==> config.mk <==
export PLATFORM = sky130hd
export DESIGN_NAME = drc_div
export DESIGN_NICKNAME = d
export VERILOG_FILES = /design/src/hdl/drc_pkg.sv /design/src/hdl/drc_div.sv
export SDC_FILE = /design/constraint.sdc
export NUM_CORES = 1
export LEC_CHECK = 0
export CORE_AREA = 2 2 179 93
export DETAILED_ROUTE_END_ITERATION = 8
export DIE_AREA = 0 0 181 95
export DONT_BUFFER_PORTS = 1
export MAX_ROUTING_LAYER = met4
export PLACE_DENSITY = 0.84
export SETUP_SLACK_MARGIN = 0.4
export SYNTH_ARGS = -nofsm -noshare
export SYNTH_HDL_FRONTEND = slang
export SYNTH_SLANG_ARGS = --single-unit
==> constraint.sdc <==
create_clock -name clk_i -period 4.41 [get_ports clk_i]
set_clock_uncertainty 0.05 [all_clocks]
set_input_delay 0.882 -clock clk_i [delete_from_list [all_inputs] [get_ports clk_i]]
set_output_delay 0.882 -clock clk_i [all_outputs]
set_load 0.02 [all_outputs]
==> src/hdl/drc_pkg.sv <==
`timescale 1ns / 1ps

package drc_pkg;

  // Default geometry of the map and the screen.
  localparam int MapSizeDef = 32;
  localparam int ScreenWDef = 640;
  localparam int ScreenHDef = 640;

  // Fixed arithmetic widths.
  localparam int NumW = 29;   // widest dividend: 2^28 for the reciprocals
  localparam int CxW = 23;    // camera offset, signed Q.14
  localparam int RayW = 27;   // ray component, signed Q.14
  localparam int DltW = 49;   // delta, up to 2^48
  localparam int OneQ14 = 16384;

  // Configuration register indexes.
  typedef enum logic [2:0] {
    REG_CAM_X   = 3'd0,
    REG_CAM_Y   = 3'd1,
    REG_DIR_X   = 3'd2,
    REG_DIR_Y   = 3'd3,
    REG_PLANE_X = 3'd4,
    REG_PLANE_Y = 3'd5,
    REG_RSVD_6  = 3'd6,
    REG_RSVD_7  = 3'd7
  } drc_reg_e;

  localparam logic [12:0] CamXRst = 13'd2560;
  localparam logic [12:0] CamYRst = 13'd3584;
  localparam logic signed [15:0] DirXRst = -16'sd16384;
  localparam logic signed [15:0] DirYRst = 16'sd0;
  localparam logic signed [15:0] PlaneXRst = 16'sd0;
  localparam logic signed [15:0] PlaneYRst = 16'sd10813;

  // Input action codes.
  localparam logic ActWrite = 1'b0;
  localparam logic ActCast = 1'b1;

  typedef struct packed {
    logic       action;
    logic [4:0] cell_x;
    logic [4:0] cell_y;
    logic [7:0] cell_value;
    logic [9:0] column;
  } drc_in_t;

  typedef struct packed {
    logic [9:0] out_column;
    logic [9:0] span_start;
    logic [9:0] span_end;
    logic [7:0] wall_code;
    logic [2:0] palette_index;
    logic       hit_side;
  } drc_out_t;

  typedef enum logic [3:0] {
    ST_CLEAR,
    ST_IDLE,
    ST_CX,
    ST_RAYX,
    ST_RAYY,
    ST_DX,
    ST_DY,
    ST_SIDEX,
    ST_SIDEY,
    ST_STEP,
    ST_CHECK,
    ST_LINE,
    ST_SPAN
  } drc_state_e;

endpackage

==> src/hdl/drc_div.sv <==
`timescale 1ns / 1ps

// Restoring divider, one quotient bit per cycle.
module drc_div #(
  parameter int NUM_W = drc_pkg::NumW,
  parameter int DEN_W = 56
) (
  input  logic             clk_i,
  input  logic             rst_ni,
  input  logic             start_i,
  input  logic [NUM_W-1:0] num_i,
  input  logic [DEN_W-1:0] den_i,
  output logic             done_o,
  output logic [NUM_W-1:0] quot_o
);

  localparam int CntW = $clog2(NUM_W);

  logic             busy_q, busy_d;
  logic             done_q, done_d;
  logic [CntW-1:0]  cnt_q, cnt_d;
  logic [NUM_W-1:0] num_q, num_d;
  logic [DEN_W-1:0] rem_q, rem_d;
  logic [DEN_W-1:0] den_q, den_d;
  logic [DEN_W:0]   trial;
  logic             fits;

  // Operand load on start, else one shift and subtract step while busy.
  always_comb begin
    trial = {rem_q, num_q[NUM_W-1]};
    fits = trial >= {1'b0, den_q};
    busy_d = busy_q;
    done_d = 1'b0;
    cnt_d = cnt_q;
    num_d = num_q;
    rem_d = rem_q;
    den_d = den_q;
    if (start_i) begin
      busy_d = 1'b1;
      cnt_d = '0;
      num_d = num_i;
      rem_d = '0;
      den_d = den_i;
    end else if (busy_q) begin
      rem_d = fits ? DEN_W'(trial - {1'b0, den_q}) : DEN_W'(trial);
      num_d = {num_q[NUM_W-2:0], fits};
      cnt_d = cnt_q + CntW'(1);
      if (cnt_q == CntW'(NUM_W - 1)) begin
        busy_d = 1'b0;
        done_d = 1'b1;
      end
    end
  end

  always_ff @(posedge clk_i or negedge rst_ni) begin
    if (!rst_ni) begin
      busy_q <= 1'b0;
      done_q <= 1'b0;
      cnt_q <= '0;
    end else begin
      busy_q <= busy_d;
      done_q <= done_d;
      cnt_q <= cnt_d;
    end
  end

  always_ff @(posedge clk_i) begin
    num_q <= num_d;
    rem_q <= rem_d;
    den_q <= den_d;
  end

  assign done_o = done_q;
  assign quot_o = num_q;

endmodule

==> results of run 1 <==
==> worst max-delay path: cells and delay by family, from the launching register on <==
| kind | cells | cell delay, ps |
|---|---|---|
| compound gates | 6 | 1970 |
| fa+ha+maj | 2 | 620 |
| buf+inv | 1 | 80 |
| flops | 1 | 520 |
| simple gates | 3 | 530 |
==> cell type report <==
class / instances / area, um2
clock inverters: 14 / 176
multi-input cells: 743 / 4880
repair buffers: 5 / 50.0
inverters: 78 / 293
diodes: 1 / 2.50
clock buffers: 18 / 439
fillers: 1287 / 5900
well taps: 210 / 263
flip-flops and latches: 148 / 3850
==> Yosys cell counts (8+ instances only) <==
| library cell | count |
|---|---|
| clkbuf_1 | 51 |
| o21a_1 | 8 |
| edfxtp_1 | 85 |
| ha_1 | 58 |
| nand2b_1 | 13 |
| o211ai_1 | 9 |
| a21oi_1 | 84 |
| a311oi_1 | 44 |
| a31oi_1 | 10 |
| xnor2_1 | 23 |
| a211oi_1 | 12 |
| o21bai_1 | 15 |
| inv_1 | 78 |
| o21ai_0 | 36 |
| nand2_1 | 135 |
| nand3_1 | 10 |
| o21ai_1 | 12 |
| nor2b_1 | 10 |
| a21o_1 | 8 |
| xor2_1 | 23 |
| nor3_1 | 18 |
| dfxtp_1 | 56 |
| nor2_1 | 82 |
| mux2_2 | 29 |
| nand4_1 | 28 |
==> state kept, by name (all words and copies together) (netlist names) <==
register,cells
cnt_q,5
den_q,56
done_o,1
rem_q,56
busy_q,1
quot_o,29
==> power groups by stage <==
stage / Clock (mW) / Sequential, mW / Combinational (mW)
after floorplan: 0 / 1.96 / 2.00
after global placement: 0 / 2.00 / 2.51
after detailed placement: 0 / 2.01 / 2.57
after CTS: 1.54 / 1.99 / 2.60
after global routing: 1.60 / 2.03 / 2.92
final: 1.52 / 2.00 / 2.68
==> worst max path at each step <==
stage | endpoint | slack (ps) | depth (start not counted)
2_1_floorplan | rem_q[51] | 1220 | 12
3_3_place_gp | rem_q[51] | 830 | 12
3_5_place_dp | rem_q[52] | 670 | 12
4_1_cts | rem_q[52] | 650 | 12
5_1_grt | rem_q[51] | 430 | 12
6_report | rem_q[52] | 540 | 12
==> cells in the final DEF, fill, tap and decap left out, types with 4 or more instances in the layout <==
master / n
a211oi_1: 12
a21o_1: 8
a21oi_1: 84
a311oi_1: 44
a31oi_1: 10
and2_1: 5
and3_1: 4
buf_4: 4
clkbuf_16: 17
clkinv_4: 5
dfrtp_1: 6
dfxtp_1: 56
edfxtp_1: 85
ha_1: 58
inv_1: 78
mux2_2: 29
mux2i_1: 4
nand2_1: 135
nand2b_1: 13
nand3_1: 10
nand4_1: 28
nor2_1: 81
nor2b_1: 10
nor3_1: 18
o211ai_1: 9
o21a_1: 8
o21ai_0: 36
o21ai_1: 12
o21bai_1: 15
o221ai_1: 4
o22ai_1: 5
or3_1: 5
xnor2_1: 23
xor2_1: 23
==> cell families (layout without fill, tap and decap cells) <==
group           after synthesis  after routing  share of synthesized area, %
fa+ha+maj                    59             59                          8.09
xor+xnor                     46             46                          4.37
simple gates                328            328                          16.3
buf+inv                     132            115                          5.39
other cells                   0              1                             0
mux                          34             34                          4.14
compound gates              276            276                          19.9
flops                       148            148                          41.7
==> metrics by stage <==
stage	power (mW)	utilization (%)	setup slack [ps]	hold slack, ps
3_5_place_dp	4.59	58.9	670	437
3_3_place_gp	4.51	58.9	833	431
4_1_cts	6.13	62.8	648	76.8
6_report	6.20	62.8	535	88.5
2_1_floorplan	3.95	-	1220	406
5_1_grt	6.55	62.8	433	66.3
==> per-layer routing <==
layer	GRT usage, %	share of wire (%)	routed length [um]	up-vias
li1	-	-	-	3662
met1	43.5	49	11300	3628
met2	36.0	39	9010	450
met3	7.06	11	2580	26
met4	6.37	0.86	199	0
met5	-	0	0	-
==> metrics.csv, run 1 <==
stage;metric;value;unit
floorplanning;ios;118;
pwr;power_frac_seq;32.2;%
synth;synth_ff_type;edfxtp_1;
synth;yosys_warnings;0;
detailed_routing;wire_per_inst;19.0;um
timing;period_share;87.9;%
min_path;hold_path.class;input pin to async pin;
layout;fin_nets;1140;
floorplanning;die_h;95;um
run_status;outcome;finished clean;
synth;syn-num-nets;1170;
floorplanning;core;15900;um2
timing;slew_headroom;24.1;%
pwr;clkPwrFrac;24.5;%
floorplanning;rows;33;
cts;clk_latency;430;ps
floorplanning;start_util;58.2;%
detailed_routing;drt_iter0_markers;943;
setup_path;slowest_stage;a21oi_1;
setup_path;max_stage_delay;580;ps
detailed_routing;drt_pre_antenna_iters;7;
detailed_routing;ant_nets;0;
setup_path;worstPathMaxFanout;6;
pwr;internal-power;3.66;mW
detailed_routing;drcViolationCount;0;
synth;yosys.cell_types.count;67;
pwr;p_sw_share;41.0;%
synth;yosysSeqAreaShare;41.7;%
setup_path;reg2regPathDepth;12;
run;cap_violations;0;
detailed_routing;vias_per_cell;6.38;
synth;synth_top_area_share;27.7;%
setup_path;r2r_end;rem_q[52];
synth;netlist_area;9220;um2
setup_path;r2r_setup_slack;540;ps
global_routing;antenna_found_initial;1;
setup_path;regToRegStartpoint;quot_o[28];
cts;htreeDepth;4;
layout;area_growth;8.01;%
setup_path;critPathKind;flip-flop to flip-flop;
cts;clk_path_buf_depth;2;
pwr;power_switching;2.54;mW
cts;cts_tree;done;
timing;setup_tns;0;ps
floorplanning;die_w;181;um
pwr;p_per_area;623;nW/um2
timing;grt_setup_unrepaired;no;
placement;port_buffers;0;
global_routing;track_usage;28.2;%
global_routing;grt_pass1_vias;6911;
synth;async_flop_share;4.73;%
synth;syn_avg_cell_area;9.01;um2
cts;cts_hold_buf;0;
pwr;ir_drop;0.337;mV
timing;worst_slew_pin_slew;1140;ps
synth;synth_area_leader_cell;edfxtp_1;
timing;setup_viol;0;
layout;fin_cells;1217;
layout;design_area;9960;um2
timing;drv_slew;0;
cts;root_buffer;clkbuf_16;
synth;syn_inst;1023;
cts;clk_pin_slew_worst_paths;70;ps
timing;clock.fmax;258;MHz
pwr;power_frac_comb;43.2;%
setup_path;path_cells;inv_1 -> ha_1 -> fa_1 -> nand2b_1 -> a21oi_1 -> o2111ai_1 -> a21oi_1 -> o211ai_1 -> a21oi_1 -> a21bo_2 -> nor4b_1 -> nor4b_1;
detailed_routing;dr_total_vias;7766;
floorplanning;die_area;17200;um2
setup_path;crit_arrival;4160;ps
timing;finalHoldViolCount;0;
synth;synth_edf_count;85;
placement;placed_cells;1184;
pwr;power_leakage;3.93;nW
detailed_routing;wl;23.1;mm
cts;cts_made_buffers;17;
global_routing;grt_max_degree;149;
placement;hpwl;16.5;mm
setup_path;path_common_cell;a21oi_1;
global_routing;grt_overflow;0;
cts;cts_sinks;148;
placement;gp_congestion;0.986;
global_routing;grt_pass1_wl;36.8;mm
setup_path;startpoint;quot_o[28];
synth;synth_seq_cells;148;
layout;layout-drive-gt1-share;7.85;%
cts;cts_resized;0;
timing;period_minus_slack;3870;ps
setup_path;cp-end-kind;flip-flop;
setup_path;worstPathRequired;4700;ps
cts;cts_setup_buffers;0;
placement;placed_area;9340;um2
synth;synth_area_leaders;edfxtp_1 28%, dfxtp_1 12%, ha_1 7.9%, nand2_1 5.5%, a21oi_1 4.6%;
setup_path;cp-start-kind;flip-flop;
(Power assumes the default switching activity.)
==> run 2, diff against run 1 <==
Settings changed: ABC_CLOCK_PERIOD_IN_PS from default to 4410, CORE_AREA 2 2 179 93 to 2 2 134 123, DIE_AREA 0 0 181 95 to 0 0 136 125.
==> metrics.csv, run 2 (same netlist as run 1, synthesis figures left out) <==
stage;metric;value;unit
detailed_routing;drcViolationCount;0;
setup_path;path_cells;inv_1 -> ha_1 -> fa_1 -> nand2b_1 -> a21oi_1 -> o2111ai_1 -> a21oi_1 -> a211oi_1 -> o221ai_1 -> xor2_1 -> nand2_1 -> a311oi_1;
layout;final_common_cell;nand2_1;
timing;clock.fmax;274;MHz
timing;period_minus_slack;3650;ps
floorplanning;start_util;58.6;%
setup_path;slowest_stage;a211oi_1;
layout;fillers;1356;
cts;cts_setup_buffers;0;
cts;clk_latency;430;ps
placement;gp_congestion;0.961;
cts;clk_path_buf_depth;2;
setup_path;cp-start-kind;flip-flop;
cts;htreeDepth;4;
detailed_routing;vias_per_cell;6.20;
setup_path;regToRegStartpoint;quot_o[28];
global_routing;grt_pass1_wl;34.6;mm
setup_path;crit_arrival;3950;ps
floorplanning;die_w;136;um
layout;fin_cells;1213;
setup_path;worstPathMaxFanout;4;
placement;placed_cells;1179;
setup_path;r2r_setup_slack;760;ps
floorplanning;rows;44;
detailed_routing;dr_total_vias;7522;
timing;setup_ws;762;ps
pwr;power_leakage;3.90;nW
timing;slew_headroom;28.1;%
pwr;p_per_area;605;nW/um2
cts;cts_sinks;148;
setup_path;cp_top_family;compound AO/OA/AOI/OAI gates;
setup_path;r2r_end;rem_q[48];
layout;fin_nets;1139;
cts;root_buffer;clkbuf_16;
layout;layout-drive-gt1-share;7.56;%
global_routing;track_usage;26.0;%
min_path;hold_path.class;input pin to async pin;
setup_path;startpoint;quot_o[28];
setup_path;critPathBufInv;1;
floorplanning;core;15700;um2
placement;port_buffers;0;
timing;worst_slew_pin_slew;1080;ps
floorplanning;die_h;125;um
setup_path;critPathKind;flip-flop to flip-flop;
detailed_routing;wire_per_inst;17.6;um
pwr;ir_drop;0.397;mV
setup_path;worstPathRequired;4710;ps
timing;period_share;82.7;%
global_routing;grt_max_degree;149;
global_routing;grt_overflow;0;
timing;grt_setup_unrepaired;no;
cts;cts_resized;0;
floorplanning;ios;118;
run_status;outcome;finished clean;
placement;hpwl;14.6;mm
pwr;p_total;5.99;mW
global_routing;grt_pass1_vias;7244;
layout;layout_common_cells;135 x nand2_1, 85 x edfxtp_1, 84 x a21oi_1;
layout;area_growth;7.42;%
timing;drv_slew;0;
cts;clk_pin_slew_worst_paths;70;ps
detailed_routing;drt_iter0_markers;778;
cts;cts_tree;done;
setup_path;cp-end-kind;flip-flop;
timing;finalHoldViolCount;0;
detailed_routing;drt_pre_antenna_iters;6;
timing;setup_tns;0;ps
cts;cts_hold_buf;0;
run;cap_violations;0;
global_routing;antenna_found_initial;1;
setup_path;max_stage_delay;740;ps
floorplanning;die_area;17000;um2
timing;setup_viol;0;
cts;cts_made_buffers;17;
setup_path;reg2regPathDepth;12;
placement;pre_cts_ws;716;ps
layout;design_area;9900;um2
placement;placed_area;9310;um2
setup_path;path_common_cell;a21oi_1;
detailed_routing;wl;21.3;mm
detailed_routing;ant_nets;0;
## run 2: changes by cell type in the layout (fill, tap and decap cells not counted), sizes merged
cell      previous run  this run
clkinvlp             2         1
inv                 80        84
clkinv               7         5
nor2                82        83
buf                  5         3
bufinv               3         2
## run 2: layer usage
layer  part of all wire [%]  vias to the layer above  GRT usage (%)  wire length (um)
li1                       -                     3660              -                 -
met1                     45                     3512           34.4              9640
met2                     45                      300           39.7              9610
met3                    7.4                       50           5.92              1580
met4                    2.3                        0           8.70               495
met5                      0                        -              -                 0
## run 2: cell type report
class	instances	area (um2)	share of cell area (%)
Inverter	78	293	2.96
Sequential cell	148	3850	38.9
Timing Repair Buffer	3	22.5	0.227
Multi-Input combinational cell	744	4900	49.4
Clock buffer	18	429	4.33
Antenna cell	1	2.50	0.0253
Clock inverter	14	149	1.50
Tap cell	207	259	2.61
## run 2: worst max path at each step
stage,cells after the start,end,slack (ps)
CTS,11,rem_q[0],690
detailed placement,11,rem_q[52],720
global route,12,rem_q[48],570
global placement,11,rem_q[43],840
floorplan,12,rem_q[51],1220
finish,12,rem_q[48],760
## run 2: report_power, final
group	internal, mW	switching [mW]	total, mW
Sequential	1.75	0.254	2.00
Combinational	0.962	1.58	2.55
Clock	0.840	0.602	1.44
## run 2: metrics by stage
| stage | util (%) | hold WS, ps |
|---|---|---|
| after global placement | 59.1 | 425 |
| final | 62.9 | 91.1 |
| after CTS | 62.8 | 76.2 |
| after floorplan | - | 406 |
| after detailed placement | 59.1 | 435 |
| after global routing | 62.9 | 71.8 |
